===== config.mk =====
export PLATFORM = sky130hd
export DESIGN_NAME = voxel_ray_traversal_flat
export DESIGN_NICKNAME = d
export VERILOG_FILES = /design/src/sv/vrt_pkg.sv /design/src/sv/vrt_if.sv /design/src/sv/vrt_div.sv /design/src/sv/voxel_ray_traversal.sv /design/src/flat_wrapper.sv
export SDC_FILE = /design/constraint.sdc
export NUM_CORES = 2
export LEC_CHECK = 0
export BUFFER_PORTS_ARGS = -buffer_cell sky130_fd_sc_hd__buf_2
export CORE_MARGIN = 1
export CORE_UTILIZATION = 25
export CTS_CLUSTER_DIAMETER = 40
export CTS_CLUSTER_SIZE = 25
export DETAILED_ROUTE_END_ITERATION = 12
export PLACE_DENSITY = 0.47
export SYNTH_ARGS = -nofsm -noshare
export SYNTH_HDL_FRONTEND = slang
export SYNTH_HIERARCHICAL = 1
export SYNTH_SLANG_ARGS = --single-unit

===== constraint.sdc =====
create_clock -name clock -period 12.19 [get_ports clock]
set_input_delay 1.219 -clock clock [delete_from_list [all_inputs] [get_ports clock]]
set_output_delay 1.219 -clock clock [all_outputs]
set_load 0.05 [all_outputs]

===== src/sv/vrt_pkg.sv =====
// Package for the voxel ray traversal block: widths, fixed-point constants,
// result and request codes, and small helper functions. No dependencies.
`default_nettype none

package vrt_pkg;

   localparam int COORD_BITS = 16;
   localparam int FRAC_BITS  = 16;
   localparam int AXES       = 3;
   localparam int AXIS_W     = 2;
   localparam int T_W        = 32;
   localparam logic [T_W-1:0] T_SAT = '1;

   // reciprocal: 2^(FRAC_BITS+14) / |dir|, dir magnitude at most 2^15
   localparam int DIR_W  = 16;
   localparam int QW     = FRAC_BITS + 15;
   localparam int CNT_W  = $clog2(QW + 1);
   localparam int DIST_W = 17;
   localparam int PROD_W = DIST_W + T_W;

   localparam int LIMIT_W = 24;
   localparam int LIM_CMP_W = (T_W + 16 > LIMIT_W + FRAC_BITS) ? T_W + 16
                                                             : LIMIT_W + FRAC_BITS;

   localparam int CODE_W    = 8;
   localparam int CSR_IDX_W = 1;
   localparam logic [CSR_IDX_W-1:0] CSR_AIR   = 1'd0;
   localparam logic [CSR_IDX_W-1:0] CSR_WATER = 1'd1;

   localparam logic REQ_START  = 1'b0;
   localparam logic REQ_ANSWER = 1'b1;

   typedef enum logic [1:0] {
      KIND_QUERY = 2'd0,
      KIND_HIT   = 2'd1,
      KIND_MISS  = 2'd2
   } result_kind_type;

   typedef logic [COORD_BITS-1:0] coord_type;

   // integer part of a Q16.16 origin, sign-extended and wrapped to COORD_BITS
   function automatic coord_type origin_cell(input logic [31:0] raw);
      logic [31:0] ip;
      ip = {{16{raw[31]}}, raw[31:16]};
      return ip[COORD_BITS-1:0];
   endfunction

   function automatic logic signed [15:0] coord_out(input coord_type c);
      logic [31:0] ext;
      ext = 32'($signed(c));
      return ext[15:0];
   endfunction

   function automatic logic [T_W-1:0] sat_add(input logic [T_W-1:0] a,
                                              input logic [T_W-1:0] b);
      logic [T_W:0] s;
      s = {1'b0, a} + {1'b0, b};
      return s[T_W] ? T_SAT : s[T_W-1:0];
   endfunction

endpackage

`default_nettype wire


===== src/sv/vrt_if.sv =====
// Request and response channel interfaces of the voxel ray traversal block.
// Depends on vrt_pkg for field widths.
`default_nettype none

interface vrt_req_if;
   logic                                valid;
   logic                                ready;
   logic                                req_type;
   logic signed [31:0]                  origin_x;
   logic signed [31:0]                  origin_y;
   logic signed [31:0]                  origin_z;
   logic signed [vrt_pkg::DIR_W-1:0]    dir_x;
   logic signed [vrt_pkg::DIR_W-1:0]    dir_y;
   logic signed [vrt_pkg::DIR_W-1:0]    dir_z;
   logic [vrt_pkg::LIMIT_W-1:0]         max_distance;
   logic [vrt_pkg::CODE_W-1:0]          block_type;

   modport source (output valid, req_type, origin_x, origin_y, origin_z,
                   dir_x, dir_y, dir_z, max_distance, block_type,
                   input ready);
   modport sink   (input valid, req_type, origin_x, origin_y, origin_z,
                   dir_x, dir_y, dir_z, max_distance, block_type,
                   output ready);
endinterface

interface vrt_rsp_if;
   logic               valid;
   logic               ready;
   logic [1:0]         result_kind;
   logic signed [15:0] cell_x;
   logic signed [15:0] cell_y;
   logic signed [15:0] cell_z;
   logic signed [15:0] prev_x;
   logic signed [15:0] prev_y;
   logic signed [15:0] prev_z;

   modport source (output valid, result_kind, cell_x, cell_y, cell_z,
                   prev_x, prev_y, prev_z, input ready);
   modport sink   (input valid, result_kind, cell_x, cell_y, cell_z,
                   prev_x, prev_y, prev_z, output ready);
endinterface

`default_nettype wire


===== src/sv/vrt_div.sv =====
// Radix-2 restoring divider: 2^(FRAC_BITS+14) / divisor, one quotient bit
// per cycle. Depends on vrt_pkg.
`default_nettype none

module vrt_div (
   input  wire logic                       clock,
   input  wire logic                       reset,
   input  wire logic                       start,
   input  wire logic [vrt_pkg::DIR_W-1:0]  divisor,
   output logic                            done,
   output logic [vrt_pkg::QW-1:0]          quotient
);
   import vrt_pkg::*;

   localparam logic [QW-1:0] DIVIDEND = {1'b1, {(QW-1){1'b0}}};

   logic              busy_ff;
   logic              done_ff;
   logic [CNT_W-1:0]  cnt_ff;
   logic [QW-1:0]     q_ff;
   logic [DIR_W-1:0]  rem_ff;
   logic [DIR_W-1:0]  dvs_ff;

   logic [DIR_W:0]    trial;
   logic              qbit;
   logic [DIR_W:0]    diff;

   always_comb begin
      trial = {rem_ff, q_ff[QW-1]};
      qbit  = trial >= {1'b0, dvs_ff};
      diff  = trial - {1'b0, dvs_ff};
   end

   always_ff @(posedge clock) begin
      if (reset) begin
         busy_ff <= 1'b0;
         done_ff <= 1'b0;
      end else begin
         if (start) begin
            busy_ff <= 1'b1;
            done_ff <= 1'b0;
            cnt_ff  <= CNT_W'(QW);
            q_ff    <= DIVIDEND;
            rem_ff  <= '0;
            dvs_ff  <= divisor;
         end else if (busy_ff) begin
            // remainder stays below the divisor, so it fits DIR_W bits
            rem_ff  <= qbit ? diff[DIR_W-1:0] : trial[DIR_W-1:0];
            q_ff    <= {q_ff[QW-2:0], qbit};
            cnt_ff  <= cnt_ff - CNT_W'(1);
            busy_ff <= cnt_ff != CNT_W'(1);
            done_ff <= cnt_ff == CNT_W'(1);
         end else begin
            done_ff <= 1'b0;
         end
      end
   end

   assign done     = done_ff;
   assign quotient = q_ff;

`ifndef ASSERT_OFF
   a_no_restart: assert property (@(posedge clock) disable iff (reset)
      busy_ff |-> !start) else $error("divider restarted while busy");
   a_done_pulse: assert property (@(posedge clock) disable iff (reset)
      done_ff |=> !done_ff) else $error("divider done longer than one cycle");
   a_done_after_busy: assert property (@(posedge clock) disable iff (reset)
      $rose(done_ff) |-> $past(busy_ff)) else $error("done without a division");
`endif

endmodule

`default_nettype wire


===== src/sv/voxel_ray_traversal.sv =====
// Voxel ray traversal (3D grid walk) top level: sequencer, ray state, output
// register. Depends on vrt_pkg, vrt_if and vrt_div.
`default_nettype none

// A start transaction sets up the ray: per axis, a nonzero direction takes a
// setup step, one pass of the shared bit-serial divider, then the delta load,
// boundary multiply and boundary store; a zero axis takes the setup step only.
// Once every axis is set up, the query for the origin cell appears as soon as
// the response register is free. An answer transaction is accepted and its
// query, hit or miss is presented on the next cycle. Answers while no ray is
// active produce nothing. The request side is ready only when the sequencer is
// idle and the response register is empty or being drained in the same cycle.
module voxel_ray_traversal (
   input  wire logic                          clock,
   input  wire logic                          reset,
   input  wire logic                          csr_we,
   input  wire logic [vrt_pkg::CSR_IDX_W-1:0] csr_index,
   input  wire logic [vrt_pkg::CODE_W-1:0]    csr_data,
   vrt_req_if.sink                            req_ch,
   vrt_rsp_if.source                          rsp_ch
);
   import vrt_pkg::*;

   typedef enum logic [2:0] {
      S_IDLE, S_AXIS, S_DIV, S_LOAD, S_MUL, S_BND, S_FIN
   } state_type;

   state_type          state_ff;
   logic [AXIS_W-1:0]  axis_ff;

   logic [CODE_W-1:0]  air_ff;
   logic [CODE_W-1:0]  water_ff;

   logic               active_ff;
   coord_type          cell_ff  [AXES];
   coord_type          prev_ff  [AXES];
   logic [AXES-1:0]    sign_ff;
   logic [T_W-1:0]     delta_ff [AXES];
   logic [T_W-1:0]     bound_ff [AXES];
   logic [LIMIT_W-1:0] limit_ff;
   logic [15:0]        frac_ff  [AXES];
   logic [DIR_W-1:0]   mag_ff   [AXES];
   logic [PROD_W-1:0]  prod_ff;

   logic               rsp_valid_ff;
   result_kind_type    rsp_kind_ff;
   logic signed [15:0] rsp_cell_ff [AXES];
   logic signed [15:0] rsp_prev_ff [AXES];

   // start decode
   logic [31:0]        org     [AXES];
   logic [DIR_W-1:0]   dir     [AXES];
   logic [DIR_W-1:0]   dir_mag [AXES];
   logic [AXES-1:0]    dir_pos;

   // answer step
   logic               out_free;
   logic               accept;
   logic               rsp_load;
   logic               solid;
   logic [AXIS_W-1:0]  sel;
   logic [T_W-1:0]     t_sel;
   logic [T_W-1:0]     t_next;
   coord_type          cell_step;
   coord_type          cell_nx [AXES];
   logic               miss;

   // setup datapath
   logic               div_start;
   logic               div_done;
   logic [QW-1:0]      div_q;
   logic [T_W-1:0]     q_sat;
   logic [DIST_W-1:0]  face_dist;
   logic [T_W-1:0]     bnd_sat;

   vrt_div u_div (
      .clock    (clock),
      .reset    (reset),
      .start    (div_start),
      .divisor  (mag_ff[axis_ff]),
      .done     (div_done),
      .quotient (div_q)
   );

   assign out_free     = !rsp_valid_ff || rsp_ch.ready;
   assign req_ch.ready = (state_ff == S_IDLE) && out_free;
   assign accept       = req_ch.valid && req_ch.ready;
   // answer on a live ray, or the origin query once setup is done
   assign rsp_load     = (accept && req_ch.req_type == REQ_ANSWER && active_ff)
                         || ((state_ff == S_FIN) && out_free);

   always_comb begin
      org[0] = req_ch.origin_x;
      org[1] = req_ch.origin_y;
      org[2] = req_ch.origin_z;
      dir[0] = req_ch.dir_x;
      dir[1] = req_ch.dir_y;
      dir[2] = req_ch.dir_z;
      for (int a = 0; a < AXES; a++) begin
         dir_mag[a] = dir[a][DIR_W-1] ? (DIR_W'(0) - dir[a]) : dir[a];
         dir_pos[a] = !dir[a][DIR_W-1] && (dir[a] != '0);
      end
   end

   always_comb begin
      solid = (req_ch.block_type != air_ff) && (req_ch.block_type != water_ff);
      if (bound_ff[0] <= bound_ff[1] && bound_ff[0] <= bound_ff[2]) begin
         sel = AXIS_W'(0);
      end else if (bound_ff[1] <= bound_ff[2]) begin
         sel = AXIS_W'(1);
      end else begin
         sel = AXIS_W'(2);
      end
      t_sel     = bound_ff[sel];
      t_next    = sat_add(t_sel, delta_ff[sel]);
      cell_step = sign_ff[sel] ? cell_ff[sel] + COORD_BITS'(1)
                               : cell_ff[sel] - COORD_BITS'(1);
      for (int a = 0; a < AXES; a++) begin
         cell_nx[a] = (AXIS_W'(a) == sel) ? cell_step : cell_ff[a];
      end
      miss = LIM_CMP_W'({t_sel, 16'b0}) > LIM_CMP_W'({limit_ff, {FRAC_BITS{1'b0}}});
   end

   always_comb begin
      div_start = (state_ff == S_AXIS) && (mag_ff[axis_ff] != '0);
      q_sat     = (64'(div_q) > 64'(T_SAT)) ? T_SAT : T_W'(div_q);
      face_dist = sign_ff[axis_ff] ? (DIST_W'(17'h10000) - DIST_W'(frac_ff[axis_ff]))
                                   : DIST_W'(frac_ff[axis_ff]);
      bnd_sat   = (prod_ff[PROD_W-1:16] > (PROD_W-16)'(T_SAT)) ? T_SAT
                                                               : prod_ff[T_W+15:16];
   end

   always_ff @(posedge clock) begin
      if (reset) begin
         air_ff   <= '0;
         water_ff <= CODE_W'(1);
      end else if (csr_we) begin
         unique case (csr_index)
            CSR_AIR:   air_ff   <= csr_data;
            CSR_WATER: water_ff <= csr_data;
            default:   ;
         endcase
      end
   end

   always_ff @(posedge clock) begin
      if (reset) begin
         state_ff     <= S_IDLE;
         active_ff    <= 1'b0;
         rsp_valid_ff <= 1'b0;
         axis_ff      <= '0;
      end else begin
         rsp_valid_ff <= rsp_load || (rsp_valid_ff && !rsp_ch.ready);
         unique case (state_ff)
            S_IDLE: begin
               if (accept && req_ch.req_type == REQ_START) begin
                  for (int a = 0; a < AXES; a++) begin
                     cell_ff[a] <= origin_cell(org[a]);
                     prev_ff[a] <= origin_cell(org[a]);
                     frac_ff[a] <= org[a][15:0];
                     mag_ff[a]  <= dir_mag[a];
                  end
                  sign_ff   <= dir_pos;
                  limit_ff  <= req_ch.max_distance;
                  active_ff <= 1'b1;
                  axis_ff   <= '0;
                  state_ff  <= S_AXIS;
               end else if (accept && active_ff) begin
                  if (solid) begin
                     active_ff   <= 1'b0;
                     rsp_kind_ff <= KIND_HIT;
                     for (int a = 0; a < AXES; a++) begin
                        rsp_cell_ff[a] <= coord_out(cell_ff[a]);
                        rsp_prev_ff[a] <= coord_out(prev_ff[a]);
                     end
                  end else begin
                     for (int a = 0; a < AXES; a++) begin
                        prev_ff[a] <= cell_ff[a];
                        cell_ff[a] <= cell_nx[a];
                        rsp_prev_ff[a] <= '0;
                        rsp_cell_ff[a] <= miss ? 16'sd0 : coord_out(cell_nx[a]);
                     end
                     bound_ff[sel] <= t_next;
                     if (miss) begin
                        active_ff   <= 1'b0;
                        rsp_kind_ff <= KIND_MISS;
                     end else begin
                        rsp_kind_ff <= KIND_QUERY;
                     end
                  end
               end
            end
            S_AXIS: begin
               if (mag_ff[axis_ff] == '0) begin
                  // zero component: bound saturates, picked only on a tie
                  delta_ff[axis_ff] <= T_SAT;
                  bound_ff[axis_ff] <= T_SAT;
                  if (axis_ff == AXIS_W'(AXES - 1)) begin
                     state_ff <= S_FIN;
                  end else begin
                     axis_ff <= axis_ff + AXIS_W'(1);
                  end
               end else begin
                  state_ff <= S_DIV;
               end
            end
            S_DIV: begin
               if (div_done) begin
                  state_ff <= S_LOAD;
               end
            end
            S_LOAD: begin
               delta_ff[axis_ff] <= q_sat;
               state_ff          <= S_MUL;
            end
            S_MUL: begin
               prod_ff  <= PROD_W'(face_dist) * PROD_W'(delta_ff[axis_ff]);
               state_ff <= S_BND;
            end
            S_BND: begin
               bound_ff[axis_ff] <= bnd_sat;
               if (axis_ff == AXIS_W'(AXES - 1)) begin
                  state_ff <= S_FIN;
               end else begin
                  axis_ff  <= axis_ff + AXIS_W'(1);
                  state_ff <= S_AXIS;
               end
            end
            S_FIN: begin
               if (out_free) begin
                  rsp_kind_ff  <= KIND_QUERY;
                  for (int a = 0; a < AXES; a++) begin
                     rsp_cell_ff[a] <= coord_out(cell_ff[a]);
                     rsp_prev_ff[a] <= '0;
                  end
                  state_ff <= S_IDLE;
               end
            end
            default: state_ff <= S_IDLE;
         endcase
      end
   end

   assign rsp_ch.valid       = rsp_valid_ff;
   assign rsp_ch.result_kind = rsp_kind_ff;
   assign rsp_ch.cell_x      = rsp_cell_ff[0];
   assign rsp_ch.cell_y      = rsp_cell_ff[1];
   assign rsp_ch.cell_z      = rsp_cell_ff[2];
   assign rsp_ch.prev_x      = rsp_prev_ff[0];
   assign rsp_ch.prev_y      = rsp_prev_ff[1];
   assign rsp_ch.prev_z      = rsp_prev_ff[2];

`ifndef ASSERT_OFF
   a_start_setup: assert property (@(posedge clock) disable iff (reset)
      accept && req_ch.req_type == REQ_START |=> active_ff && state_ff == S_AXIS)
      else $error("start transaction did not begin ray setup");
   a_miss_zero: assert property (@(posedge clock) disable iff (reset)
      rsp_valid_ff && rsp_kind_ff == KIND_MISS |->
         rsp_cell_ff[0] == 16'sd0 && rsp_cell_ff[1] == 16'sd0 && rsp_cell_ff[2] == 16'sd0)
      else $error("miss with nonzero cell");
   a_query_prev: assert property (@(posedge clock) disable iff (reset)
      rsp_valid_ff && rsp_kind_ff != KIND_HIT |->
         rsp_prev_ff[0] == 16'sd0 && rsp_prev_ff[1] == 16'sd0 && rsp_prev_ff[2] == 16'sd0)
      else $error("prev cell set on a non-hit result");
   a_div_done_state: assert property (@(posedge clock) disable iff (reset)
      div_done |-> state_ff == S_DIV)
      else $error("divider finished outside the wait state");
   a_end_inactive: assert property (@(posedge clock) disable iff (reset)
      $rose(rsp_valid_ff) && rsp_kind_ff != KIND_QUERY |-> !active_ff)
      else $error("ray still active after hit or miss");
`endif

endmodule

`default_nettype wire

===== src/flat_wrapper.sv =====
// flat-port wrapper written by rule: the top's interface ports become plain ports
module voxel_ray_traversal_flat import vrt_pkg::*;
  (clock, reset, csr_we, csr_index, csr_data, req_ch_valid, req_ch_req_type, req_ch_origin_x, req_ch_origin_y, req_ch_origin_z, req_ch_dir_x, req_ch_dir_y, req_ch_dir_z, req_ch_max_distance, req_ch_block_type, req_ch_ready, rsp_ch_valid, rsp_ch_result_kind, rsp_ch_cell_x, rsp_ch_cell_y, rsp_ch_cell_z, rsp_ch_prev_x, rsp_ch_prev_y, rsp_ch_prev_z, rsp_ch_ready);
  vrt_req_if req_ch_i ();
  vrt_rsp_if rsp_ch_i ();
  input  wire logic clock;
  input  wire logic reset;
  input  wire logic csr_we;
  input  wire logic [vrt_pkg::CSR_IDX_W-1:0] csr_index;
  input  wire logic [vrt_pkg::CODE_W-1:0] csr_data;
  input wire logic [$bits(req_ch_i.valid)-1:0] req_ch_valid;
  input wire logic [$bits(req_ch_i.req_type)-1:0] req_ch_req_type;
  input wire logic [$bits(req_ch_i.origin_x)-1:0] req_ch_origin_x;
  input wire logic [$bits(req_ch_i.origin_y)-1:0] req_ch_origin_y;
  input wire logic [$bits(req_ch_i.origin_z)-1:0] req_ch_origin_z;
  input wire logic [$bits(req_ch_i.dir_x)-1:0] req_ch_dir_x;
  input wire logic [$bits(req_ch_i.dir_y)-1:0] req_ch_dir_y;
  input wire logic [$bits(req_ch_i.dir_z)-1:0] req_ch_dir_z;
  input wire logic [$bits(req_ch_i.max_distance)-1:0] req_ch_max_distance;
  input wire logic [$bits(req_ch_i.block_type)-1:0] req_ch_block_type;
  output wire logic [$bits(req_ch_i.ready)-1:0] req_ch_ready;
  output wire logic [$bits(rsp_ch_i.valid)-1:0] rsp_ch_valid;
  output wire logic [$bits(rsp_ch_i.result_kind)-1:0] rsp_ch_result_kind;
  output wire logic [$bits(rsp_ch_i.cell_x)-1:0] rsp_ch_cell_x;
  output wire logic [$bits(rsp_ch_i.cell_y)-1:0] rsp_ch_cell_y;
  output wire logic [$bits(rsp_ch_i.cell_z)-1:0] rsp_ch_cell_z;
  output wire logic [$bits(rsp_ch_i.prev_x)-1:0] rsp_ch_prev_x;
  output wire logic [$bits(rsp_ch_i.prev_y)-1:0] rsp_ch_prev_y;
  output wire logic [$bits(rsp_ch_i.prev_z)-1:0] rsp_ch_prev_z;
  input wire logic [$bits(rsp_ch_i.ready)-1:0] rsp_ch_ready;
  assign req_ch_i.valid = req_ch_valid;
  assign req_ch_i.req_type = req_ch_req_type;
  assign req_ch_i.origin_x = req_ch_origin_x;
  assign req_ch_i.origin_y = req_ch_origin_y;
  assign req_ch_i.origin_z = req_ch_origin_z;
  assign req_ch_i.dir_x = req_ch_dir_x;
  assign req_ch_i.dir_y = req_ch_dir_y;
  assign req_ch_i.dir_z = req_ch_dir_z;
  assign req_ch_i.max_distance = req_ch_max_distance;
  assign req_ch_i.block_type = req_ch_block_type;
  assign req_ch_ready = req_ch_i.ready;
  assign rsp_ch_valid = rsp_ch_i.valid;
  assign rsp_ch_result_kind = rsp_ch_i.result_kind;
  assign rsp_ch_cell_x = rsp_ch_i.cell_x;
  assign rsp_ch_cell_y = rsp_ch_i.cell_y;
  assign rsp_ch_cell_z = rsp_ch_i.cell_z;
  assign rsp_ch_prev_x = rsp_ch_i.prev_x;
  assign rsp_ch_prev_y = rsp_ch_i.prev_y;
  assign rsp_ch_prev_z = rsp_ch_i.prev_z;
  assign rsp_ch_i.ready = rsp_ch_ready;
  voxel_ray_traversal u_core (.clock(clock), .reset(reset), .csr_we(csr_we), .csr_index(csr_index), .csr_data(csr_data), .req_ch(req_ch_i), .rsp_ch(rsp_ch_i));
endmodule

* Word-level counts from Yosys, hierarchy flattened
Memory sizes are Yosys's and may differ from the RTL's. A register that Yosys moved wholly into a read port is not among the register bits. Cells that the tools add are included.
Word-level totals: register bits after elaboration 171, RAM bits 480, logic and storage cells 238, memories kept 8
Memories:
- u_core.bound_ff | words 3, bits a word 32, rd ports 4, clocked after Yosys merged registers in 0, wr ports 1, line voxel_ray_traversal.sv:39 | logic [T_W-1:0] bound_ff [AXES];
- u_core.delta_ff | words 3, bits a word 32, rd ports 2, clocked after Yosys merged registers in 1, wr ports 1, line voxel_ray_traversal.sv:38 | logic [T_W-1:0] delta_ff [AXES];
- u_core.cell_ff | words 3, bits a word 16, rd ports 4, clocked after Yosys merged registers in 0, wr ports 3, line voxel_ray_traversal.sv:35 | coord_type cell_ff [AXES];
- u_core.frac_ff | words 3, bits a word 16, rd ports 1, clocked after Yosys merged registers in 1, wr ports 3, line voxel_ray_traversal.sv:41 | logic [15:0] frac_ff [AXES];
- u_core.mag_ff | words 3, bits a word 16, rd ports 1, clocked after Yosys merged registers in 1, wr ports 3, line voxel_ray_traversal.sv:42 | logic [DIR_W-1:0] mag_ff [AXES];
- u_core.prev_ff | words 3, bits a word 16, rd ports 3, clocked after Yosys merged registers in 0, wr ports 3, line voxel_ray_traversal.sv:36 | coord_type prev_ff [AXES];
- +2 memories
Operators by class: $add $sub $neg 10, multiply operators 1, order comparisons 8, equality and inequality tests 20, muxes and demuxes 105, bitwise operators 24, reduce and logical (&&, ||, !) cells 46
Operators with widths (number):
- $mux W16 | 30
- $mux W32 | 5
- $le A32 B32 Y1 | 3
- $reduce_bool A16 Y1 | 4
- $mul A17 B32 Y49 | 1
- $gt A48 B40 Y1 | 1
- $sub A1 B16 Y16 const A | 3
- $mux W1 | 39
- $mux W2 | 17
- $add A32 B32 Y33 | 1
- $gt A33 B32 Y1 const B | 1
- $reduce_or A32 Y1 | 1
- $mux W31 | 1
- $pmux W3 S7 | 1
- $or A1 B1 Y1 | 20
- $mux W3 | 6
- $ge A17 B16 Y1 | 1
- $mux W17 | 1
- $sub A17 B16 Y17 const A | 1
- $add A16 B1 Y16 const B | 1
- $logic_not A16 Y1 | 1
- $ne A8 B8 Y1 | 2
- $sub A16 B1 Y16 const B | 1
- $sub A16 B16 Y16 | 1
- other kinds (31) | 71

* Longest topological paths before layout
word-level depth 12, gate-level depth with buffers 39, mapped depth without buffers 35

* Cells and area by module
The synthesis kept the hierarchy.
By module, submodules not included:
- voxel_ray_traversal | times used 1, cells an instance 4675, area an instance 46108.0 µm²
- vrt_div | times used 1, cells an instance 298, area an instance 3627.2 µm²

* Worst setup path before layout
Ideal clock, no wire load.
path kind input -> register, start point input port rsp_ch_ready, end point memory u_core.rsp_cell_ff[0][0], enable pin, data arrival time 9.906 ns, data required time 11.522 ns, slack 1.616 ns, cell stages on the path 6, cell sequence nor2b_1 -> nor4_1 -> nand2_1 -> nor2_1 -> a31oi_1 -> nor3_1
RTL lines:
- start: declaration | line flat_wrapper.sv:30 | input wire logic [$bits(rsp_ch_i.ready)-1:0] rsp_ch_ready;
- end: declaration | line voxel_ray_traversal.sv:47 | logic signed [15:0] rsp_cell_ff [AXES];

==> qor.yml <==
status: "finished clean"
drt_wl_total_mm: 154.5
finalCritPeriodShare_pct: 82.79
vias_per_cell: 4.509
synth_top_family_by_area: "adder cells"
grt_max_degree: 81
ctsHoldBuffers: 0
cts_tree: "done"
relSlewSlack_pct: 17.50
cts_resized: 0
grt_setup_unrepaired: "no"
synth_adder_area_share_pct: 25.96
end_kind: "flop"
yosysTopAreaCell: "edfxtp_1"
hpwl_mm: 117.6
grt_pass1_wl_mm: 232.9
synthesis.area_mm2: 0.04974
grt_pass1_vias: 37533
numPortBuffers: 290
yosysTopAreaCellShare_pct: 36.83
hold_viol: 0
slowest_delay_ns: 0.81
htree_levels: 3
critPathSlowestCell: "dfxtp_4"
cts_root_buffer: "clkbuf_16"
nFillCells: 20730
layout.nets: 6233
via_count: 36201
post_cts_buffers: 0
finClkSkew_ns: 0.1041
dieArea_mm2: 0.2007
die_y_um: 448.0
synth-edff-count: 610
numCtsBuffers: 119
synth_compound_area_share_pct: 9.228
start_kind: "flop"
async_flop_share_pct: 0
fmax_ghz: 0.09908
num_rows: 163
syn_nets: 5926
synth_cells: 4973
cp_data_arrival_time_ns: 10.57
start_util_pct: 25.19
ioPinCount: 291
cap_violations: 0
coreArea_mm2: 0.1974
dpl-instance-area_mm2: 0.05462
clkLatencyLatePin_ns: 0.79
clock_sinks: 637
antenna_found_initial: 8
layout_commonest_cell: "nand2_1"
setup_viol: 0
slew_viol_final: 0
grt-ovfl-total: 0
crit_family: "adder cells"
synth-seq-area-share_pct: 37.92
stdcell_area_mm2: 0.05897
die_w_um: 448.0
synth_mux_area_share_pct: 2.589
drtIter0Drc: 2025
worstHoldPathType: "reg -> reg"
antenna_left: 0
yosys_warnings: 6
required_ns: 12.66
crit_buf_inv: 6
clk_pin_slew_worst_paths_ns: 0.05
tightest_slew_ns: 1.238
clockBufferDepth: 3
gp_congestion: 0.8703
critical_path_class: "reg -> reg"
grt_use_total_pct: 15.34
synth-xor-area-share_pct: 2.797
min_period_ns: 10.09
final_cell_mix: "nand2_1 (841), inv_1 (707), edfxtp_1 (610)"
area_delta_synth_final_pct: 18.57
synthSimpleGateAreaFrac_pct: 14.58
cp_max_fo: 63
path_common_cell: "fa_1"
synth.area.top_cells: "edfxtp_1 (37%), fa_1 (18%), ha_1 (7.8%), nand2_1 (6.4%), inv_1 (5.3%)"
yosys_most_used_dff: "edfxtp_1"
avgSynthCellArea_um2: 10.00
yosys_register_bits: 637
ys_types: 89
first_pass_iters: 6
timing.setup.tns_ns: 0
drc: 0
drive_gt1_share_pct: 12.55
detail_route.wl_per_cell_um: 19.24
## sequential cells by signal (all words and copies together) (netlist names), named ones only
register and flops:
u_core/bound_ff 96, u_core/u_div/quotient 31, u_core/u_div/done 1, u_core/prod_ff 33, u_core/state_ff 3, u_core/rsp_prev_ff 48
u_core/axis_ff 2, u_core/mag_ff 48, u_core/active_ff 1, u_core/prev_ff 48, u_core/cell_ff 48, u_core/u_div/busy_ff 1
u_core/rsp_ch.result_kind 2, u_core/air_ff 8, u_core/water_ff 8, u_core/delta_ff 96, u_core/sign_ff 3, u_core/u_div/rem_ff 16
u_core/rsp_ch.valid 1, u_core/frac_ff 48, u_core/u_div/cnt_ff 5, u_core/limit_ff 24, u_core/u_div/dvs_ff 16, u_core/rsp_cell_ff 48
## Yosys cell counts, drive strengths merged, types with 6 or more instances
library cell	number
nand2	844
inv	710
edfxtp	610
fa	450
ha	312
nor2	307
o21ai	294
a21oi	239
clkbuf	148
and2	131
mux2i	126
xnor2	115
nand2b	64
nor2b	55
a21o	49
nand3	49
buf	45
o21a	44
xor2	43
nand4	35
nor3	32
dfxtp	27
nor4	24
and3	20
a31oi	19
or3	17
a211oi	15
o31ai	13
o211ai	11
or2	10
o41ai	9
a221oi	8
or4	7
a211o	6
a21boi	6
## worst min-delay path, delay by kind of cell, from the launching register on
kind | cells | cell delay (ns)
compound gates | 1 | 0.05
flops | 1 | 0.31
simple gates | 1 | 0.05
## path summary, 6_finish.rpt
path	from	endpoint	slack (ns)	cells after the start
worst max-delay path	flop	u_core/prod_ff[43]	2.10	31
worst min-delay path	u_core/water_ff[2]	u_core/water_ff[2]	0.47	2
worst max register to register	flop	u_core/prod_ff[43]	2.10	31
worst min register to register	u_core/water_ff[2]	u_core/water_ff[2]	0.47	2
## metrics by stage
step           instances  util [%]  setup WS, ns  hold WS (ns)
5_1_grt             8027     29.87         1.391        0.4914
3_3_place_gp        7799     27.67         2.100        0.4571
3_5_place_dp        7799     27.67         1.976        0.4639
2_1_floorplan       4973         -         1.616        0.4488
4_1_cts             8026     29.87         1.880        0.4710
6_report            8028     29.87         2.098        0.4713
## metal layers
layer / global-route usage, % / up-vias / share of wire (%)
li1: - / 17117 / -
met1: 20.03 / 17899 / 45
met2: 25.23 / 946 / 46
met3: 2.428 / 237 / 4.9
met4: 6.187 / 2 / 4.0
met5: 0 / - / 0.0084
## layout make-up
cell class	count	area (um2)	area share, %
Tap cell	2640	3303	5.601
Antenna cell	2	5.005	0.008487
Inverter	711	2671	4.530
Multi-Input combinational cell	3432	27660	46.90
Clock buffer	122	2989	5.069
Timing Repair Buffer	379	2120	3.594
Sequential cell	637	18870	31.99
Clock inverter	105	1361	2.308
## cells by family (layout without fill, tap and decap cells)
kind of cell	count (synthesis)	after routing
buffers and inverters	904	1317
multiplexers	128	128
adder cells (fa/ha/maj)	762	762
flip-flops	637	637
AND/OR/NAND/NOR	1618	1618
XOR/XNOR	158	158
other	0	2
AO/OA/AOI/OAI	766	766
Power is left out: the tool's default activity adds up to more than one toggle a clock period on the data nets, which glitch-free logic cannot reach.
